**src/sip_pkg.sv**
```systemverilog
// ----------------------------------------------------------------------------
// sip_pkg
// Shared types, constants and the round function for the SipHash-2-4 block.
// ----------------------------------------------------------------------------
`default_nettype none

package sip_pkg;

  typedef logic [63:0] lane_t;

  typedef struct packed {
    lane_t v0;
    lane_t v1;
    lane_t v2;
    lane_t v3;
  } lanes_t;

  // one job handed from the front part to the round engine
  typedef struct packed {
    logic  open;
    logic  has_word;
    logic  is_final;
    lane_t key_lo;
    lane_t key_hi;
    lane_t word;
    lane_t tail;
  } job_t;

  localparam lane_t INIT_V0 = 64'h736f6d6570736575;
  localparam lane_t INIT_V1 = 64'h646f72616e646f6d;
  localparam lane_t INIT_V2 = 64'h6c7967656e657261;
  localparam lane_t INIT_V3 = 64'h7465646279746573;
  localparam lane_t FINAL_MARK = 64'h0000_0000_0000_00ff;

  localparam int unsigned QUEUE_DEPTH = 4;

  localparam logic CFG_KEY_LOW  = 1'b0;
  localparam logic CFG_KEY_HIGH = 1'b1;

  function automatic lane_t rotl(lane_t x, int unsigned n);
    return (x << n) | (x >> (64 - n));
  endfunction

  function automatic lanes_t sip_round(lanes_t s);
    lanes_t r;
    r = s;
    r.v0 = r.v0 + r.v1;  r.v1 = rotl(r.v1, 13);
    r.v1 = r.v1 ^ r.v0;  r.v0 = rotl(r.v0, 32);
    r.v2 = r.v2 + r.v3;  r.v3 = rotl(r.v3, 16);
    r.v3 = r.v3 ^ r.v2;
    r.v0 = r.v0 + r.v3;  r.v3 = rotl(r.v3, 21);
    r.v3 = r.v3 ^ r.v0;
    r.v2 = r.v2 + r.v1;  r.v1 = rotl(r.v1, 17);
    r.v1 = r.v1 ^ r.v2;  r.v2 = rotl(r.v2, 32);
    return r;
  endfunction

endpackage

`default_nettype wire

```
**src/sip_front.sv**
```systemverilog
// ----------------------------------------------------------------------------
// sip_front
// Takes byte requests, holds the key, assembles little-endian words and
// issues compression and finalization jobs.
// ----------------------------------------------------------------------------
`default_nettype none

module sip_front (
  input  wire logic           clk_i,
  input  wire logic           rst_ni,
  input  wire logic           cfg_we_i,
  input  wire logic           cfg_idx_i,
  input  wire logic [63:0]    cfg_data_i,
  input  wire logic           in_valid_i,
  output logic                in_ready_o,
  input  wire logic [7:0]     data_byte_i,
  input  wire logic           byte_present_i,
  input  wire logic           last_i,
  output logic                job_valid_o,
  input  wire logic           job_ready_i,
  output sip_pkg::job_t       job_o
);

  sip_pkg::lane_t key_lo_q, key_hi_q;
  sip_pkg::lane_t msg_lo_q, msg_lo_d, msg_hi_q, msg_hi_d;
  logic           in_msg_q, in_msg_d;
  logic           open_pend_q, open_pend_d;
  logic [55:0]    pend_q, pend_d;
  logic [7:0]     len_q, len_d;

  logic           accept, active, opening, full;
  logic [55:0]    pend_after;
  logic [7:0]     len_after;
  sip_pkg::lane_t use_lo, use_hi;

  assign in_ready_o = job_ready_i;
  assign accept     = in_valid_i & job_ready_i;
  assign active     = byte_present_i | last_i;
  assign opening    = ~in_msg_q;
  assign full       = byte_present_i & (len_q[2:0] == 3'd7);
  assign use_lo     = opening ? key_lo_q : msg_lo_q;
  assign use_hi     = opening ? key_hi_q : msg_hi_q;
  assign len_after  = len_q + {7'd0, byte_present_i};

  always_comb begin
    pend_after = pend_q;
    if (full) begin
      pend_after = '0;
    end else if (byte_present_i) begin
      for (int i = 0; i < 7; i++) begin
        if (len_q[2:0] == 3'(i)) begin
          pend_after[8*i +: 8] = data_byte_i;
        end
      end
    end
  end

  always_comb begin
    job_valid_o    = accept & active & (full | last_i);
    job_o.open     = opening | open_pend_q;
    job_o.has_word = full;
    job_o.is_final = last_i;
    job_o.key_lo   = use_lo;
    job_o.key_hi   = use_hi;
    job_o.word     = {data_byte_i, pend_q};
    job_o.tail     = {len_after, pend_after};
  end

  always_comb begin
    in_msg_d    = in_msg_q;
    open_pend_d = open_pend_q;
    pend_d      = pend_q;
    len_d       = len_q;
    msg_lo_d    = msg_lo_q;
    msg_hi_d    = msg_hi_q;
    if (accept && active) begin
      msg_lo_d    = use_lo;
      msg_hi_d    = use_hi;
      open_pend_d = (opening | open_pend_q) & ~(full | last_i);
      if (last_i) begin
        in_msg_d = 1'b0;
        pend_d   = '0;
        len_d    = '0;
      end else begin
        in_msg_d = 1'b1;
        pend_d   = pend_after;
        len_d    = len_after;
      end
    end
  end

  always_ff @(posedge clk_i or negedge rst_ni) begin
    if (!rst_ni) begin
      key_lo_q    <= '0;
      key_hi_q    <= '0;
      in_msg_q    <= 1'b0;
      open_pend_q <= 1'b0;
      pend_q      <= '0;
      len_q       <= '0;
    end else begin
      if (cfg_we_i) begin
        case (cfg_idx_i)
          sip_pkg::CFG_KEY_LOW:  key_lo_q <= cfg_data_i;
          sip_pkg::CFG_KEY_HIGH: key_hi_q <= cfg_data_i;
          default:               key_lo_q <= key_lo_q;
        endcase
      end
      in_msg_q    <= in_msg_d;
      open_pend_q <= open_pend_d;
      pend_q      <= pend_d;
      len_q       <= len_d;
    end
  end

  always_ff @(posedge clk_i) begin
    msg_lo_q <= msg_lo_d;
    msg_hi_q <= msg_hi_d;
  end

endmodule

`default_nettype wire

```
**src/sip_queue.sv**
```systemverilog
// ----------------------------------------------------------------------------
// sip_queue
// Small job queue between the front part and the round engine.
// ----------------------------------------------------------------------------
`default_nettype none

module sip_queue #(
  parameter int unsigned Depth = sip_pkg::QUEUE_DEPTH
) (
  input  wire logic      clk_i,
  input  wire logic      rst_ni,
  input  wire logic      push_valid_i,
  output logic           push_ready_o,
  input  sip_pkg::job_t  push_data_i,
  output logic           pop_valid_o,
  input  wire logic      pop_ready_i,
  output sip_pkg::job_t  pop_data_o
);

  localparam int unsigned PtrW = (Depth > 1) ? $clog2(Depth) : 1;
  localparam int unsigned CntW = $clog2(Depth + 1);
  localparam logic [PtrW-1:0] LastPtr = PtrW'(Depth - 1);
  localparam logic [CntW-1:0] FullCnt = CntW'(Depth);

  sip_pkg::job_t   mem_q [Depth];
  logic [PtrW-1:0] wr_q, rd_q;
  logic [CntW-1:0] cnt_q;
  logic            do_push, do_pop;

  assign push_ready_o = (cnt_q != FullCnt);
  assign pop_valid_o  = (cnt_q != '0);
  assign pop_data_o   = mem_q[rd_q];
  assign do_push      = push_valid_i & push_ready_o;
  assign do_pop       = pop_valid_o & pop_ready_i;

  always_ff @(posedge clk_i or negedge rst_ni) begin
    if (!rst_ni) begin
      wr_q  <= '0;
      rd_q  <= '0;
      cnt_q <= '0;
    end else begin
      if (do_push) begin
        wr_q <= (wr_q == LastPtr) ? '0 : wr_q + 1'b1;
      end
      if (do_pop) begin
        rd_q <= (rd_q == LastPtr) ? '0 : rd_q + 1'b1;
      end
      if (do_push && !do_pop) begin
        cnt_q <= cnt_q + 1'b1;
      end else if (do_pop && !do_push) begin
        cnt_q <= cnt_q - 1'b1;
      end
    end
  end

  always_ff @(posedge clk_i) begin
    if (do_push) begin
      mem_q[wr_q] <= push_data_i;
    end
  end

endmodule

`default_nettype wire

```
**src/sip_back.sv**
```systemverilog
// ----------------------------------------------------------------------------
// sip_back
// Round engine: one SipRound per cycle over the four lanes (the last waits while the output is full), digest register.
// ----------------------------------------------------------------------------
`default_nettype none

module sip_back (
  input  wire logic      clk_i,
  input  wire logic      rst_ni,
  input  wire logic      job_valid_i,
  output logic           job_ready_o,
  input  sip_pkg::job_t  job_i,
  output logic           out_valid_o,
  input  wire logic      out_ready_i,
  output logic [63:0]    digest_o
);

  typedef enum logic [5:0] {
    ST_IDLE = 6'b000001,
    ST_W1   = 6'b000010,
    ST_W2   = 6'b000100,
    ST_T1   = 6'b001000,
    ST_T2   = 6'b010000,
    ST_FIN  = 6'b100000
  } state_e;

  state_e          state_q, state_d;
  sip_pkg::lanes_t lanes_q, lanes_d, rnd_in, rnd_out;
  sip_pkg::job_t   job_q, job_d;
  logic [1:0]      cnt_q, cnt_d;
  logic            out_valid_q, out_valid_d;
  logic [63:0]     digest_q, digest_d;
  logic            out_free;

  assign out_free    = ~out_valid_q | out_ready_i;
  assign job_ready_o = (state_q == ST_IDLE);
  assign out_valid_o = out_valid_q;
  assign digest_o    = digest_q;

  // pre-xor of the message word or the tail word into lane three
  always_comb begin
    rnd_in = lanes_q;
    case (state_q)
      ST_W1:   rnd_in.v3 = lanes_q.v3 ^ job_q.word;
      ST_T1:   rnd_in.v3 = lanes_q.v3 ^ job_q.tail;
      default: rnd_in = lanes_q;
    endcase
    rnd_out = sip_pkg::sip_round(rnd_in);
  end

  always_comb begin
    state_d     = state_q;
    lanes_d     = lanes_q;
    job_d       = job_q;
    cnt_d       = cnt_q;
    out_valid_d = out_valid_q & ~out_ready_i;
    digest_d    = digest_q;
    case (state_q)
      ST_IDLE: begin
        if (job_valid_i) begin
          job_d = job_i;
          if (job_i.open) begin
            lanes_d.v0 = sip_pkg::INIT_V0 ^ job_i.key_lo;
            lanes_d.v1 = sip_pkg::INIT_V1 ^ job_i.key_hi;
            lanes_d.v2 = sip_pkg::INIT_V2 ^ job_i.key_lo;
            lanes_d.v3 = sip_pkg::INIT_V3 ^ job_i.key_hi;
          end
          state_d = job_i.has_word ? ST_W1 : ST_T1;
        end
      end
      ST_W1: begin
        lanes_d = rnd_out;
        state_d = ST_W2;
      end
      ST_W2: begin
        lanes_d    = rnd_out;
        lanes_d.v0 = rnd_out.v0 ^ job_q.word;
        state_d    = job_q.is_final ? ST_T1 : ST_IDLE;
      end
      ST_T1: begin
        lanes_d = rnd_out;
        state_d = ST_T2;
      end
      ST_T2: begin
        lanes_d    = rnd_out;
        lanes_d.v0 = rnd_out.v0 ^ job_q.tail;
        lanes_d.v2 = rnd_out.v2 ^ sip_pkg::FINAL_MARK;
        cnt_d      = '0;
        state_d    = ST_FIN;
      end
      ST_FIN: begin
        if (cnt_q != 2'd3) begin
          lanes_d = rnd_out;
          cnt_d   = cnt_q + 1'b1;
        end else if (out_free) begin
          lanes_d     = rnd_out;
          out_valid_d = 1'b1;
          digest_d    = rnd_out.v0 ^ rnd_out.v1 ^ rnd_out.v2 ^ rnd_out.v3;
          state_d     = ST_IDLE;
        end
      end
      default: state_d = ST_IDLE;
    endcase
  end

  always_ff @(posedge clk_i or negedge rst_ni) begin
    if (!rst_ni) begin
      state_q     <= ST_IDLE;
      cnt_q       <= '0;
      out_valid_q <= 1'b0;
      lanes_q     <= '0;
    end else begin
      state_q     <= state_d;
      cnt_q       <= cnt_d;
      out_valid_q <= out_valid_d;
      lanes_q     <= lanes_d;
    end
  end

  always_ff @(posedge clk_i) begin
    job_q    <= job_d;
    digest_q <= digest_d;
  end

endmodule

`default_nettype wire

```
**src/siphash_2_4_keyed_hash_top.sv**
```systemverilog
// ----------------------------------------------------------------------------
// siphash_2_4_keyed_hash_top
// Keyed SipHash-2-4 over a byte stream, one byte per request.
//
// channel   direction  handshake              payload
// in        input      in_valid_i/in_ready_o  data_byte_i, byte_present_i, last_i
// out       output     out_valid_o/out_ready_i digest_o
// cfg       input      cfg_we_i               cfg_idx_i, cfg_data_i
//
// one byte request per cycle while in_ready_o is high; per word the round engine
// runs ST_W1, ST_W2, per closing request ST_T1, ST_T2, ST_FIN, a round per cycle
// job queue of QueueDepth entries absorbs the engine, then in_ready_o drops
// digest waits in an output register while new bytes keep flowing
// reset clears key, message state, queue and the output valid
// ----------------------------------------------------------------------------
`default_nettype none

module siphash_2_4_keyed_hash_top #(
  parameter int unsigned QueueDepth = sip_pkg::QUEUE_DEPTH
) (
  input  wire logic        clk_i,
  input  wire logic        rst_ni,
  input  wire logic        cfg_we_i,
  input  wire logic        cfg_idx_i,
  input  wire logic [63:0] cfg_data_i,
  input  wire logic        in_valid_i,
  output logic             in_ready_o,
  input  wire logic [7:0]  data_byte_i,
  input  wire logic        byte_present_i,
  input  wire logic        last_i,
  output logic             out_valid_o,
  input  wire logic        out_ready_i,
  output logic [63:0]      digest_o
);

  sip_pkg::job_t push_job, pop_job;
  logic          push_valid, push_ready, pop_valid, pop_ready;

  sip_front u_front (
    .clk_i          (clk_i),
    .rst_ni         (rst_ni),
    .cfg_we_i       (cfg_we_i),
    .cfg_idx_i      (cfg_idx_i),
    .cfg_data_i     (cfg_data_i),
    .in_valid_i     (in_valid_i),
    .in_ready_o     (in_ready_o),
    .data_byte_i    (data_byte_i),
    .byte_present_i (byte_present_i),
    .last_i         (last_i),
    .job_valid_o    (push_valid),
    .job_ready_i    (push_ready),
    .job_o          (push_job)
  );

  sip_queue #(
    .Depth (QueueDepth)
  ) u_queue (
    .clk_i        (clk_i),
    .rst_ni       (rst_ni),
    .push_valid_i (push_valid),
    .push_ready_o (push_ready),
    .push_data_i  (push_job),
    .pop_valid_o  (pop_valid),
    .pop_ready_i  (pop_ready),
    .pop_data_o   (pop_job)
  );

  sip_back u_back (
    .clk_i       (clk_i),
    .rst_ni      (rst_ni),
    .job_valid_i (pop_valid),
    .job_ready_o (pop_ready),
    .job_i       (pop_job),
    .out_valid_o (out_valid_o),
    .out_ready_i (out_ready_i),
    .digest_o    (digest_o)
  );

endmodule

`default_nettype wire
```
**config.mk**
```make
export PLATFORM = sky130hd
export DESIGN_NAME = siphash_2_4_keyed_hash_top
export DESIGN_NICKNAME = d
export VERILOG_FILES = /design/src/sip_pkg.sv /design/src/sip_front.sv /design/src/sip_queue.sv /design/src/sip_back.sv /design/src/siphash_2_4_keyed_hash_top.sv
export SDC_FILE = /design/constraint.sdc
export NUM_CORES = 2
export LEC_CHECK = 0
export BUFFER_PORTS_ARGS = -buffer_cell sky130_fd_sc_hd__buf_2
export CORE_UTILIZATION = 45
export DETAILED_ROUTE_END_ITERATION = 8
export GPL_TIMING_DRIVEN = 1
export PLACE_DENSITY = 0.58
export SLEW_MARGIN = 5
export SYNTH_ARGS = -nofsm -noshare
export SYNTH_HDL_FRONTEND = slang
export SYNTH_SLANG_ARGS = --single-unit
export TNS_END_PERCENT = 50
```
**constraint.sdc**
```tcl
create_clock -name clk_i -period 11.1 [get_ports clk_i]
set_input_delay 2.22 -clock clk_i [delete_from_list [all_inputs] [get_ports clk_i]]
set_output_delay 2.22 -clock clk_i [all_outputs]
set_load 0.05 [all_outputs]
```
After elaboration in Yosys (flattened, before gate mapping)
Memories as Yosys holds them, arrays and structs flattened.
Index checks and enable logic that the tools add are counted.
Widths: inputs -> output; s select.

operators by class
  muxes and demuxes = 37
  bitwise operators = 40
  reduce and logical (&&, ||, !) cells = 18
  equality and inequality tests = 23
  add/subtract/negate cells = 10

operator list
  cell                count
  $pmux 256 s5        1
  $mux 256            4
  $xor 64x64->64      11
  $add 64x64->64      4
  $mux 56             3
  $mux 64             2
  $or 64x32->64       2
  $pmux 64 s2         1
  $mux 8              8
  $or 64x13->64       1
  $or 64x16->64       1
  $or 64x17->64       1
  $or 64x21->64       1
  $not 37->37         1
  $pmux 6 s6          1
  $not 35->35         1
  $not 34->34         1
  $not 32->32         1
  $mux 6              3
  $eq 3x3->1 const B  4
  $add 8x1->8         1
  $and 1x1->1         8
  $mux 4              2
  $ne 2x1->1 const B  4
  other kinds (32)    61

word-level totals
  memory bits (writable) = 1036
  memories = 1
  register bits after elaboration = 787

memory list
  memory         words  width  rd ports  clocked after memory_dff  wr ports  line             RTL
  u_queue.mem_q  4      259    1         0                         1         sip_queue.sv:25  sip_pkg::job_t mem_q [Depth];

Depth between registers and ports, before layout
  depth in word-level cells = 9
  mapped depth = 35
  gate-level depth less buffers = 31

Hierarchy
From an unflattened synthesis, not the netlist that was laid out.

second synthesis, totals
  cells, all modules = 6692
  area total of the unflattened synthesis = 90066.4 um^2

modules (own cells, without submodules)
  module     seq. area each (um^2)  times used  area each (um^2)  cells an instance
  sip_back   12428.2                1           38276.7           4358
  sip_queue  31285.0                1           37801.3           1389
  sip_front  8698.3                 1           13988.4           945

Worst setup path before layout
OpenSTA, ideal clock, no wires.

  path kind = register to register
  start = register u_back.state_q[5]
  end = register u_back.lanes_q[69] (netlist name)
  data arrival time = 9812 ps
  path buffers = 4
  data required time = 10968 ps
  cell stages (with the launch flop) = 12
  slack = 1156 ps
  cells stage by stage = dfrtp_1 clkbuf_1 nor2_1 nand2_1 nor4b_2 nand2_1 a21o_1 clkbuf_1 clkbuf_1 clkbuf_1 a2111oi_0 nor2_1

between the ends
  cells in the longest elaborated chain, start to end = 8

RTL lines
  item                                      line                            RTL
  from (decl)                               sip_back.sv:27                  state_e state_q, state_d;
  from (signal assigned)                    sip_back.sv:113                 state_q <= state_d;
  $eq 6x4->1 or $eq 6x2->1 (tied branches)  sip_back.sv:43, sip_back.sv:58
  $pmux 64 s2                               sip_back.sv:43                  case (state_q)
  $add 64x64->64                            sip_pkg.sv:49                   r.v2 = r.v2 + r.v3; r.v3 = rotl(r.v3, 16);
  $add 64x64->64                            sip_pkg.sv:53                   r.v2 = r.v2 + r.v1; r.v1 = rotl(r.v1, 17);
  $or 64x32->64                             sip_pkg.sv:41                   return (x << n) | (x >> (64 - n));
  $mux 256                                  sip_back.sv:95                  end else if (out_free) begin
  $mux 256                                  sip_back.sv:92                  if (cnt_q != 2'd3) begin
  $pmux 256 s5                              sip_back.sv:58                  case (state_q)
  to (signal assigned)                      sip_back.sv:116                 lanes_q <= lanes_d;
  to (decl)                                 sip_back.sv:28                  sip_pkg::lanes_t lanes_q, lanes_d, rnd_in, rnd_out;

Parallel ways exist; a longest one is shown, timed or not. The select of a mux whose other input is x is not followed.
A chain may end at the register's enable or synchronous reset.

Worst setup path after layout
  start = register u_back.state_q[5]
  end = register u_back.lanes_q[231] (netlist name)

between the ends
  cells in the longest elaborated chain, start to end = 8

RTL lines
  item                                             line                            RTL
  $eq 6x4->1 or $eq 6x2->1 (tied branches)         sip_back.sv:43, sip_back.sv:58
  $pmux 64 s2                                      sip_back.sv:43
  $add 64x64->64 or $or 64x16->64 (tied branches)  sip_pkg.sv:49, sip_pkg.sv:41
  $xor 64x64->64                                   sip_pkg.sv:50                   r.v3 = r.v3 ^ r.v2;
  $add 64x64->64                                   sip_pkg.sv:51                   r.v0 = r.v0 + r.v3; r.v3 = rotl(r.v3, 21);
  $mux 256                                         sip_back.sv:95
  $mux 256                                         sip_back.sv:92
  $pmux 256 s5                                     sip_back.sv:58

Parallel ways exist; a longest one is shown, timed or not. The select of a mux whose other input is x is not followed.

==> qor.csv <==
metric,value,unit
run status,"complete, but fails checks",
failing checks,"design-rule violations, max-capacitance violations",
WP depth,27,
yosys warns,0,
synthesized flop and latch total,1823,
number of core rows,164,
post-synth net total,7279,
CTS tree,built,
ys flop type,edfxtp_1,
ratio of cells with drive above 1 in the final layout,18.6,%
via count,64800,
clock slew at reported path FFs,0.07,ns
Max stage delay on crit path,1.16,ns
placed insts,9658,
worst path bufs/invs,2,
grt met1 use,52.4,%
family with the most delay on the worst path,compound AO/OA/AOI/OAI gates,
endpoint type of the worst setup path,register,
max_cap viols,1,
vias in the first global route,61700,
Final setup viols,0,
Worst Setup SP,u_back.state_q[5],
Final ANT Viol Nets,0,
top-count cell post-synth,edfxtp_1,
initial antenna violation count,38,
port bufs,145,
"Cell Area, Placed",96000,um^2
post-synthesis cell area,90700,um^2
Unique masters post-synth,113,
Num CTS Buffers,190,
DR WL/cell,40.1,um
min-delay worst type,reg -> reg,
drt via density,6.46,
TritonRoute pass-1 iters,9,
total global routing overflow,0,
top cell type's share of synthesized area,44.9,%
die height,451,um
final setup margin,0.191,ns
post-layout minimum cycle time,10.91,ns
clock root buffer master,clkbuf_16,
cell taking the most area after synthesis,edfxtp_1,
H-tree depth,4,
CP Class,reg -> reg,
most frequent cells after synthesis,"1,357 x edfxtp_1, 649 x nand2_1, 527 x a21oi_1",
die area,203000,um^2
fin cells,10000,
"Arr. time, crit path",11.65,ns
post-synthesis sequential area ratio,57.8,%
CTS resizes,0,
Synth async-reset ratio,25.6,%
first-pass GRT wire length,537000,um
Top Ports,146,
setup bufs post-CTS,0,
CP endpoint,u_back.lanes_q[231],
initial cell density of the core,45.4,%
origin of the critical flop-to-flop path,u_back.state_q[5],
max-slew violation count,0,
gpl congestion,1.17,
Layout Skew,0.0734,ns
"Max FO, Critical Path",34,
Setup TNS,0,ns
Worst path slowest cell,xor2_1,
Gate Count Post-Synth,6932,
syn_area_per_cell,13.1,um^2
Die X,451,um
largest net degree at the start of global routing,158,
most used routing layer,met2,
met3 global-route usage,10.2,%
WL final,402000,um
DRC Markers,42,
depth of the most critical reg-to-reg path,27,
total global-route track usage,39.2,%
GRT met2 Usage,55.2,%
post-DP HPWL,308000,um
dpl ws,0.759,ns
area grow syn2layout,12.8,%
Slew @ Worst Pin,1.49,ns
Slew Limit Headroom,0.297,%
clk_lat worst skew,0.89,ns
ranking of synthesized cells by area,"edfxtp_1 45%, dfrtp_1 13%, mux4_2 6.4%, xnor2_1 4.1%, ha_1 3.6%",
Bufs on Longest Clock Path,3,
"EDFF count, synth",1357,
RSZ-0062 raised after global routing,no,
post-route cell area,102000,um^2
Fmax,91.7,MHz
R2R Path End,u_back.lanes_q[231],
CTS sink cnt,1823,
post-route clock period utilization,98.3,%
r2r setup slk,0.19,ns
data required time of the worst path,11.84,ns
final net count,7541,
startpoint class of the critical path,register,
Iter 0 DRT Violations,8524,
hold violation count in the final report,0,
# hold bufs at CTS,0,
core region area,200000,um^2
-- metal layers --
layer	wire length [um]	vias to the layer above
met5	177	-
met4	33800	26
met3	38400	950
met2	168000	3751
met1	162000	33400
li1	-	26700
-- cell usage in the layout, fill, tap and decap left out, types with 259 or more instances in the layout --
cell type / netlist / layout
mux2_2: 262 / 262
dfrtp_1: 465 / 462
mux4_2: 259 / 259
nand2_1: 649 / 647
nor2_1: 378 / 373
xor2_1: 329 / 314
ha_1: 262 / 262
a21oi_1: 527 / 525
edfxtp_1: 1357 / 1357
xnor2_1: 424 / 406
o21ai_0: 346 / 343
-- kinds of logic after synthesis --
group	count (synthesis)	synth area share, %
mux	550	10.0
compound gates	1639	11.6
xor+xnor	789	8.01
fa+ha+maj	267	3.72
flops	1823	57.8
buf+inv	432	1.89
simple gates	1432	6.99
-- through the flow --
stage / hold WS (ns) / utilization (%)
6_report: 0.487 / 51.2
5_1_grt: 0.508 / 51.1
4_1_cts: 0.491 / 51.1
3_5_place_dp: 0.477 / 48.0
3_3_place_gp: 0.469 / 48.0
2_1_floorplan: 0.445 / -
-- final cells by class --
cell class	count	area [um^2]
Fill cell	17200	97700
Sequential cell	1823	52400
Multi-Input combinational cell	4677	37000
Clock buffer	257	5160
Tap cell	2656	3320
Timing Repair Buffer	411	2950
Clock inverter	102	1140
Inverter	91	347
Antenna cell	22	55.1
-- registers in the layout (all words and copies together), names as in the netlist --
name	count
u_back.job_q	129
u_front.in_msg_q	1
u_back.digest_o	64
u_back.lanes_q	256
u_front.open_pend_q	1
u_queue.mem_q	1036
u_queue.wr_q	2
u_back.state_q	6
u_queue.cnt_q	3
u_front.msg_hi_q	64
u_front.key_lo_q	64
u_back.out_valid_o	1
u_front.len_q	8
u_queue.rd_q	2
u_front.msg_lo_q	64
u_front.pend_q	56
u_back.cnt_q	2
u_front.key_hi_q	64
-- worst min path at each step --
stage | from | end | slack, ns | cells after the start
5_1_grt | u_back.lanes_q[213] | u_back.lanes_q[213] | 0.51 | 2
3_3_place_gp | u_back.lanes_q[213] | u_back.lanes_q[213] | 0.47 | 2
2_1_floorplan | u_back.lanes_q[103] | u_back.lanes_q[103] | 0.45 | 2
3_5_place_dp | u_back.lanes_q[43] | u_back.lanes_q[43] | 0.48 | 2
4_1_cts | u_back.lanes_q[43] | u_back.lanes_q[43] | 0.49 | 2
6_report | u_back.lanes_q[43] | u_back.lanes_q[43] | 0.49 | 2
-- worst reg2reg max path: stages (launching register included) --
cell and delay [ns]:
dfrtp_1 0.46, nor2_1 0.27, nand2_1 0.21, nor3b_4 0.34, buf_12 0.30, a22oi_1 0.20, xnor2_1 0.77, ha_1 0.45
a21oi_1 0.52, o21ai_0 0.33, nor2_1 0.30, o21ai_0 0.15, xor2_1 1.05, xor2_1 1.17, ha_1 0.54, a21oi_1 0.32
o21ai_0 0.30, a2111oi_0 0.46, o21ai_1 0.31, a21oi_1 0.33, o21bai_1 0.20, a221oi_1 0.66, o21bai_1 0.16, xnor2_1 0.20
buf_4 0.23, xnor2_1 0.14, a221oi_1 0.33, o21ai_1 0.09
Power is not shown: default switching activity piles up to over one toggle a cycle in this logic, so the estimate is an artifact.
